**src/design/assert_macros.svh**
```systemverilog
// Shared assertion macros; the including module provides clk and rst_n.
`ifndef ASSERT_MACROS_SVH
`define ASSERT_MACROS_SVH

// Same-cycle implication.
`define ASSERT_IMP(lbl, ante, cons) \
  lbl: assert property (@(posedge clk) disable iff (!rst_n) (ante) |-> (cons)) \
    else $error("assertion failed");

// Next-cycle implication.
`define ASSERT_NXT(lbl, ante, cons) \
  lbl: assert property (@(posedge clk) disable iff (!rst_n) (ante) |=> (cons)) \
    else $error("assertion failed");

`endif

```
**src/design/ifsr_pkg.sv**
```systemverilog
`timescale 1ns / 1ps

package ifsr_pkg;

  localparam int unsigned INPUT_BITS_DEF = 31;
  localparam int unsigned ROOT_BITS      = 16;

  typedef struct packed {
    logic valid;
  } ifsr_ctl_t;

endpackage

```
**src/design/ifsr_cell.sv**
```systemverilog
`timescale 1ns / 1ps
`include "assert_macros.svh"

module ifsr_cell #(
  parameter int unsigned W    = 32,
  parameter int unsigned STEP = 0
) (
  input  logic               clk,
  input  logic               rst_n,
  input  ifsr_pkg::ifsr_ctl_t ctl_i,
  input  logic [W-1:0]       rest_i,
  input  logic [W-1:0]       acc_i,
  output ifsr_pkg::ifsr_ctl_t ctl_o,
  output logic [W-1:0]       rest_o,
  output logic [W-1:0]       acc_o
);

  localparam logic [W-1:0] PROBE = W'(1) << (2 * STEP);

  ifsr_pkg::ifsr_ctl_t ctl_r;
  logic [W-1:0]        rest_r;
  logic [W-1:0]        acc_r;
  logic [W-1:0]        trial;
  logic                take;
  logic [W-1:0]        rest_nxt;
  logic [W-1:0]        acc_nxt;

  always_comb begin
    trial = acc_i + PROBE;
    take  = (rest_i >= trial);
    if (take) begin
      rest_nxt = rest_i - trial;
      acc_nxt  = (acc_i >> 1) + PROBE;
    end else begin
      rest_nxt = rest_i;
      acc_nxt  = acc_i >> 1;
    end
  end

  always_ff @(posedge clk) begin
    if (!rst_n) begin
      ctl_r <= '0;
    end else begin
      ctl_r <= ctl_i;
    end
  end

  always_ff @(posedge clk) begin
    rest_r <= rest_nxt;
    acc_r  <= acc_nxt;
  end

  assign ctl_o  = ctl_r;
  assign rest_o = rest_r;
  assign acc_o  = acc_r;

  `ASSERT_NXT(a_rest_no_grow, ctl_i.valid, rest_r <= $past(rest_i))
  `ASSERT_NXT(a_valid_moves, ctl_i.valid, ctl_r.valid)
  `ASSERT_NXT(a_take_sets_bit, ctl_i.valid && take, acc_r >= PROBE)

endmodule

```
**src/design/integer_floor_square_root.sv**
```systemverilog
// Integer floor square root, one root bit resolved per cell.
// Each cell registers its step, so a radicand passes through every cell of the chain from start to out_valid.
// Throughput: one transaction per cycle; busy stays low, the cell chain is fully pipelined.
// The receiver cannot stall: out_valid is a one-cycle strobe with out_root.
// Reset (rst_n low, synchronous) drops every transaction in flight; no result follows it.
`timescale 1ns / 1ps
`include "assert_macros.svh"

module integer_floor_square_root #(
  parameter int unsigned INPUT_BITS = ifsr_pkg::INPUT_BITS_DEF
) (
  input  logic                           clk,
  input  logic                           rst_n,
  input  logic                           start,
  output logic                           busy,
  input  logic [INPUT_BITS-1:0]          in_radicand,
  output logic                           out_valid,
  output logic [ifsr_pkg::ROOT_BITS-1:0] out_root
);

  localparam int unsigned RB = (INPUT_BITS + 1) / 2;
  localparam int unsigned W  = INPUT_BITS + 1;

  ifsr_pkg::ifsr_ctl_t ctl_w  [RB+1];
  logic [W-1:0]        rest_w [RB+1];
  logic [W-1:0]        acc_w  [RB+1];

  assign busy             = 1'b0;
  assign ctl_w[0].valid   = start && !busy;
  assign rest_w[0]        = W'(in_radicand);
  assign acc_w[0]         = '0;

  for (genvar g = 0; g < RB; g++) begin : g_cell
    ifsr_cell #(
      .W    (W),
      .STEP (RB - 1 - g)
    ) u_cell (
      .clk    (clk),
      .rst_n  (rst_n),
      .ctl_i  (ctl_w[g]),
      .rest_i (rest_w[g]),
      .acc_i  (acc_w[g]),
      .ctl_o  (ctl_w[g+1]),
      .rest_o (rest_w[g+1]),
      .acc_o  (acc_w[g+1])
    );
  end

  assign out_valid = ctl_w[RB].valid;
  assign out_root  = ifsr_pkg::ROOT_BITS'(acc_w[RB]);

  `ASSERT_IMP(a_out_follows_start, out_valid, $past(start, RB))
  `ASSERT_IMP(a_never_busy, 1'b1, !busy)
  `ASSERT_IMP(a_rest_below_bound, out_valid, rest_w[RB] <= (acc_w[RB] << 1))

endmodule

```
**config.mk**
```make
export PLATFORM = sky130hd
export DESIGN_NAME = integer_floor_square_root
export DESIGN_NICKNAME = d
export VERILOG_FILES = /design/src/design/ifsr_pkg.sv /design/src/design/ifsr_cell.sv /design/src/design/integer_floor_square_root.sv
export VERILOG_INCLUDE_DIRS = /design/src /design/src/design
export SDC_FILE = /design/constraint.sdc
export NUM_CORES = 1
export LEC_CHECK = 0
export ABC_AREA = 1
export BUFFER_PORTS_ARGS = -buffer_cell sky130_fd_sc_hd__buf_2
export CORE_UTILIZATION = 45
export DETAILED_ROUTE_END_ITERATION = 12
export GPL_TIMING_DRIVEN = 1
export PLACE_DENSITY = 0.66
export SLEW_MARGIN = 25
export SYNTH_ARGS = -nofsm -noshare
export SYNTH_HDL_FRONTEND = slang
export SYNTH_SLANG_ARGS = --single-unit
```
**constraint.sdc**
```tcl
create_clock -name clk -period 1.94 [get_ports clk]
set_input_delay 0.097 -clock clk [delete_from_list [all_inputs] [get_ports clk]]
set_output_delay 0.097 -clock clk [all_outputs]
set_load 0.01 [all_outputs]
```
Word-level counts from Yosys, hierarchy flattened --
Cells that the tools add are included.
Cells by class: $add $sub $neg 45, order comparisons 16, mux-type cells 31
Operator list (number):
- $mux W31 | 16
- $ge A32 B32 Y1 | 15
- $mux W32 | 14
- $sub A32 B32 Y32 | 14
- $add A31 B11 Y32 const B | 1
- $add A31 B13 Y32 const B | 1
- $add A31 B15 Y32 const B | 1
- $add A31 B17 Y32 const B | 1
- $add A31 B19 Y32 const B | 1
- $add A31 B21 Y32 const B | 1
- $add A31 B23 Y32 const B | 1
- $add A31 B25 Y32 const B | 1
- $add A31 B27 Y32 const B | 1
- $add A31 B29 Y32 const B | 1
- $add A31 B3 Y32 const B | 1
- $add A31 B5 Y32 const B | 1
- $add A31 B7 Y32 const B | 1
- $add A31 B9 Y32 const B | 1
- $add A32 B1 Y32 const B | 1
- $add A32 B11 Y32 const B | 1
- $add A32 B13 Y32 const B | 1
- $add A32 B15 Y32 const B | 1
- $add A32 B17 Y32 const B | 1
- $add A32 B19 Y32 const B | 1
- 13 further kinds | 13
Storage, ports and cells: bits in registers 992, bits of input ports 34, output and inout bits 18

Logic depth before layout (Yosys ltp) --
depth after elaboration 3, depth in mapped cells 15

Hierarchy --
Synthesis repeated with hierarchy kept, for this count alone.
Unflattened totals: cells, all modules 13817, area total of the unflattened synthesis 82012.4 sq um
Modules (own cells, without submodules):
- ifsr_cell at g_cell[15].u_cell | times used 1, cells an instance 1014, area each 5885.6 sq um, sequential area each 1301.2 sq um
- ifsr_cell at g_cell[14].u_cell | times used 1, cells an instance 1001, area each 5798.1 sq um, sequential area each 1301.2 sq um
- ifsr_cell at g_cell[13].u_cell | times used 1, cells an instance 976, area each 5683.0 sq um, sequential area each 1301.2 sq um
- ifsr_cell at g_cell[12].u_cell | times used 1, cells an instance 961, area each 5574.1 sq um, sequential area each 1301.2 sq um
- ifsr_cell at g_cell[11].u_cell | times used 1, cells an instance 932, area each 5452.7 sq um, sequential area each 1301.2 sq um
- ifsr_cell at g_cell[10].u_cell | times used 1, cells an instance 908, area each 5375.2 sq um, sequential area each 1301.2 sq um
- ifsr_cell at g_cell[9].u_cell | times used 1, cells an instance 892, area each 5288.8 sq um, sequential area each 1301.2 sq um
- ifsr_cell at g_cell[8].u_cell | times used 1, cells an instance 860, area each 5129.9 sq um, sequential area each 1301.2 sq um
- ifsr_cell at g_cell[7].u_cell | times used 1, cells an instance 845, area each 5072.4 sq um, sequential area each 1301.2 sq um
- ifsr_cell at g_cell[6].u_cell | times used 1, cells an instance 813, area each 4889.7 sq um, sequential area each 1301.2 sq um
- ifsr_cell at g_cell[5].u_cell | times used 1, cells an instance 798, area each 4819.6 sq um, sequential area each 1301.2 sq um
- ifsr_cell at g_cell[4].u_cell | times used 1, cells an instance 790, area each 4747.1 sq um, sequential area each 1301.2 sq um
- ifsr_cell at g_cell[3].u_cell | times used 1, cells an instance 777, area each 4692.0 sq um, sequential area each 1301.2 sq um
- ifsr_cell at g_cell[2].u_cell | times used 1, cells an instance 762, area each 4581.9 sq um, sequential area each 1301.2 sq um
- 3 more rows

Least setup slack after synthesis --
No wires, ideal clock.
kind register -> register, start point reg g_cell[13].u_cell.acc_r[17], end point reg g_cell[14].u_cell.rest_r[19], library setup time 0.120 ns, data arrival time 1.704 ns, data required time 1.820 ns, setup slack 0.117 ns, stages on the path, launching flop included 10, period minus slack after synthesis 1.823 ns, cell sequence dfxtp_1 > inv_1 > ha_1 > a21oi_1 > nand2_1 > nor2_1 > nand3_1 > nor2_4 > buf_2 > a21oi_1
On the way: longest elaborated chain between the ends 3, elaborated cells on any way between the ends 4
Ends and longest elaborated chain:
- start: declaration | RTL line ifsr_cell.sv:22 | logic [W-1:0] acc_r;
- start signal: assignment | RTL line ifsr_cell.sv:50 | acc_r <= acc_nxt;
- $add A32 B3 Y32 * | RTL line ifsr_cell.sv:29 | trial = acc_i + PROBE;
- $sub A32 B32 Y32 / $ge A32 B32 Y1 (equally long branches) | RTL line ifsr_cell.sv:32, ifsr_cell.sv:30
- $mux W32 * | RTL line ifsr_cell.sv:31 | if (take) begin
- net g_cell[14].u_cell.rest_nxt[19] | RTL line ifsr_cell.sv:25 | logic [W-1:0] rest_nxt;
- end signal: assignment | RTL line ifsr_cell.sv:49 | rest_r <= rest_nxt;
- end: declaration | RTL line ifsr_cell.sv:21 | logic [W-1:0] rest_r;
Mark *: on every way through the listed nets, which the timed path passes. The rest lies on a longest branch. A chain may end at the register's enable or synchronous reset.

Final worst setup path --
start point reg g_cell[12].u_cell.acc_r[8], end point reg g_cell[13].u_cell.rest_r[26]
On the way: longest elaborated chain between the ends 3, elaborated cells on any way between the ends 4
Ends and longest elaborated chain (RTL line):
- start: declaration | ifsr_cell.sv:22
- start signal: assignment | ifsr_cell.sv:50
- $add A32 B5 Y32 * | ifsr_cell.sv:29
- $sub A32 B32 Y32 / $ge A32 B32 Y1 (equally long branches) | ifsr_cell.sv:32, ifsr_cell.sv:30
- $mux W32 * | ifsr_cell.sv:31
- net g_cell[13].u_cell.rest_nxt[26] | ifsr_cell.sv:25
- end signal: assignment | ifsr_cell.sv:49
- end: declaration | ifsr_cell.sv:21
Marked as above.

==> results.md <==
* Post-DRT Antenna Nets at 0
* Startpoint Class: register
* Ys flop type: dfxtp_1
* Min-Delay Path Depth at 2
* Yosys reg bits at 632
* DR pass1 iterations at 5
* LEAKAGE at between 15 and 20 nW
* Sw frac at 37.8%
* Critical Path Start: g_cell[12].u_cell.acc_o[8]
* Placed cell count at between 4000 and 5000
* WL met2 at 36.2 mm
* Power Dens Cells at 1510 nW/µm²
* Met3 wire len at 3.22 mm
* Clk slew on worst S/H paths at 0.06 ns
* Maximum net fanout on the critical path at 8
* Via count of the first global-routing pass at 23200
* WL per Instance at 14.9 µm
* CP Cell Sequence: inv_1, ha_4, nand2_1, inv_1, nand2_2, nor2_4, nand3_2, nand3_2, a21oi_4, buf_6, buf_16, a21oi_1
* Crit-path max cell delay at 0.35 ns
* Largest net degree at the start of global routing at 24
* Initial antenna violation count at 0
* Fill cell count at 5274
* Met1 WL at 32.7 mm
* Critical path type: register to register
* Fin cells at 4979
* Worst path arrival time at 2.46 ns
* Distinct cells, synth at 45
* RSZ-0062 raised after global routing: true
* Seq/Total Area, Yosys at 46.0%
* Initial core utilization at 45.5%
* CP max-delay cell: dfxtp_1
* Clk pwr share at 23.6%
* Switching Power at 20.5 mW
* Max-cap violations at 0
* Hold Crit Start: in_radicand[24]
* Fin util at between 50% and 60%
* YS warnings at 0
* Final Hold Vio Count at 0
* Core region area at 60400 µm²
* DP Worst Slack at -0.140 ns
* Total Wirelength at 74.0 mm
* Final nets at ~4300
* Final Worst Setup Slack at 0.00778 ns
* Most frequent cells in the layout: 1006 x nand2_1, 571 x dfxtp_1, 520 x inv_1
* Ys async rst share at 0%
* Worst Setup End Kind: register
* Seq. cell area at 12700 µm²
* Slew margin rel. at 46.0%
* Slew Viols, Final at 0
* 1st-iter DRT viols at 1406
* Hold WC Path Type: input port to register
* Most common cell after layout, fill and taps aside: nand2_1
* Worst Reg-to-Reg Cells at 12
* First-pass GRT wire length at about 110 mm
* IO Pins at 52
* Comb pwr share at 41.5%
* Clk sink count at 632
* Die H at 249 µm
* Flop pwr share at 34.9%
* CTS buffer count at 67
* Fin crit period at 1.93 ns
* Number of synthesized flops with an enable pin at 0
* IO buf count at 50
* Cell Int Power at 33.7 mW
* Largest delay contributor family on the critical path: simple AND/OR/NAND/NOR gates
* Syn Inst Count at approximately 3700
* Final setup fails at 0
* H-tree Lvls at 3
* Layout area overhead at 30.4%
* Max Clk Rate at between 500 and 600 MHz
* GP Congestion at 0.968
* Mapped cell area at 27500 µm²
* Required @ worst endpoint at 2.47 ns
* Clock latency on the worst-skew pair at 0.62 ns
* Worst R2R Start: g_cell[12].u_cell.acc_o[8]
* Grt ovf at 0
* Layout cells sized above 1 at 22.4%
* Overall routing resource usage at a little under a quarter
* IR drop worst, VDD at 0.000990 V
* Tcrit/Tclk final at 99.6%
* Worst-margin pin slew at between 0.8 and 0.9 ns
* Root buffer cell: clkbuf_16
* # diodes at 0
* Number of cells on the critical path at 12
* Multi-input gate area at 14100 µm²
* Crit path buf inv count at 4
* Avg Cell Area, Syn at 7.47 µm²
* Drc violations at 0
* DR vias/cell at around 4.9
* Die X at 249 µm
* CTS tree: yes
* Die area at 62100 µm²
* Hpwl dp at 54.6 mm
* Rows at 90
* Vias at 24200
* Max Buffers Root-to-Sink at 3
* Status: finished clean
* Highest metal used: met4
* Final Skew at between 0.02 and 0.03 ns
[registers in the layout, summed over array words and instances, names as in the netlist]
| signal | cells |
|---|---|
| g_cell.u_cell.acc_o | 136 |
| g_cell.u_cell.rest_o | 480 |
| g_cell.u_cell.ctl_o | 16 |
[layer usage]
| layer | GRT usage (%) | vias to the layer above |
|---|---|---|
| li1 | - | 12500 |
| met1 | 29.0 | 11000 |
| met2 | 39.9 | 562 |
| met3 | 3.28 | 126 |
| met4 | 6.77 | 0 |
| met5 | 0 | - |
[cells in the mapped netlist (all sizes together) (3+ instances only)]
cell	n	area (µm²)
nand3	232	1190
nor3b	4	30.0
nand4	59	384
o21bai	9	67.6
nor3	60	305
nor4	21	131
xnor2	53	464
a21o	3	22.5
a21oi	164	896
ha	148	1850
nand2	1086	4120
inv	560	2100
buf	39	285
dfxtp	632	12700
nor2	353	1370
o21ai	131	671
clkbuf	3	11.3
and2	7	43.8
nand3b	33	248
xor2	51	447
or2	15	93.8
[repair_timing]
item / CTS / global route
hold buffers: 34 / 0
setup endpoints to repair: 151 / 223
endpoints found under the hold margin: 47 / 0
setup buffers: 16 / 24
pin swaps: 16 / 80
cloned: 3 / 6
resized for setup: 87 / 353
[worst register-to-register path, delay by kind of cell (launching register included)]
kind	cells	cell delay, ns
adder cells (fa/ha/maj)	1	0.29
buffers and inverters	4	0.47
AND/OR/NAND/NOR	5	0.52
AO/OA/AOI/OAI	2	0.24
flip-flops	1	0.35
[layout make-up]
class | count | area share, %
sequential | 632 | 35.5
clock buffer | 88 | 5.12
tap | 782 | 2.73
multi-input combinational | 2444 | 39.4
timing repair inverter | 2 | 0.0559
timing repair buffer | 438 | 9.97
inverter | 562 | 5.99
clock inverter | 31 | 1.15
[power by group through the flow]
| stage | logic [mW] | registers [mW] | clock network [mW] |
|---|---|---|---|
| 2_1_floorplan | 12.9 | 17.7 | 0 |
| 3_3_place_gp | 18.9 | 18.9 | 0 |
| 3_5_place_dp | 19.1 | 18.9 | 0 |
| 4_1_cts | 19.8 | 18.7 | 13.1 |
| 5_1_grt | 25.0 | 19.2 | 13.7 |
| 6_report | 22.5 | 18.9 | 12.8 |
[per-stage QoR]
stage	TNS (ns)	power [mW]	instance area, µm²	hold WS (ns)
2_1_floorplan	0	30.6	27500	0.125
3_3_place_gp	-3.55	37.8	30900	0.199
3_5_place_dp	-5.61	37.9	30900	0.201
4_1_cts	-0.00674	51.6	34100	0.0869
5_1_grt	-1.44	57.9	35800	0.0881
6_report	0	54.2	35800	0.110
[cell families (layout without fill, tap and decap cells)]
logic type | Yosys count | in the layout | share of synthesized area (%)
compound gates | 317 | 317 | 6.29
xor+xnor | 104 | 104 | 3.31
fa+ha+maj | 148 | 148 | 6.74
buf+inv | 604 | 1121 | 8.75
flops | 632 | 632 | 46.0
other cells | 1 | 3 | 0.0136
simple gates | 1872 | 1872 | 28.9
[final timing paths]
check	endpoint	slack, ns
min	g_cell[0].u_cell.rest_o[24]	0.11
max	g_cell[13].u_cell.rest_o[26]	0.008
min reg2reg	g_cell[10].u_cell.rest_o[8]	0.34
max reg2reg	g_cell[13].u_cell.rest_o[26]	0.008
(Power assumes the default switching activity.)
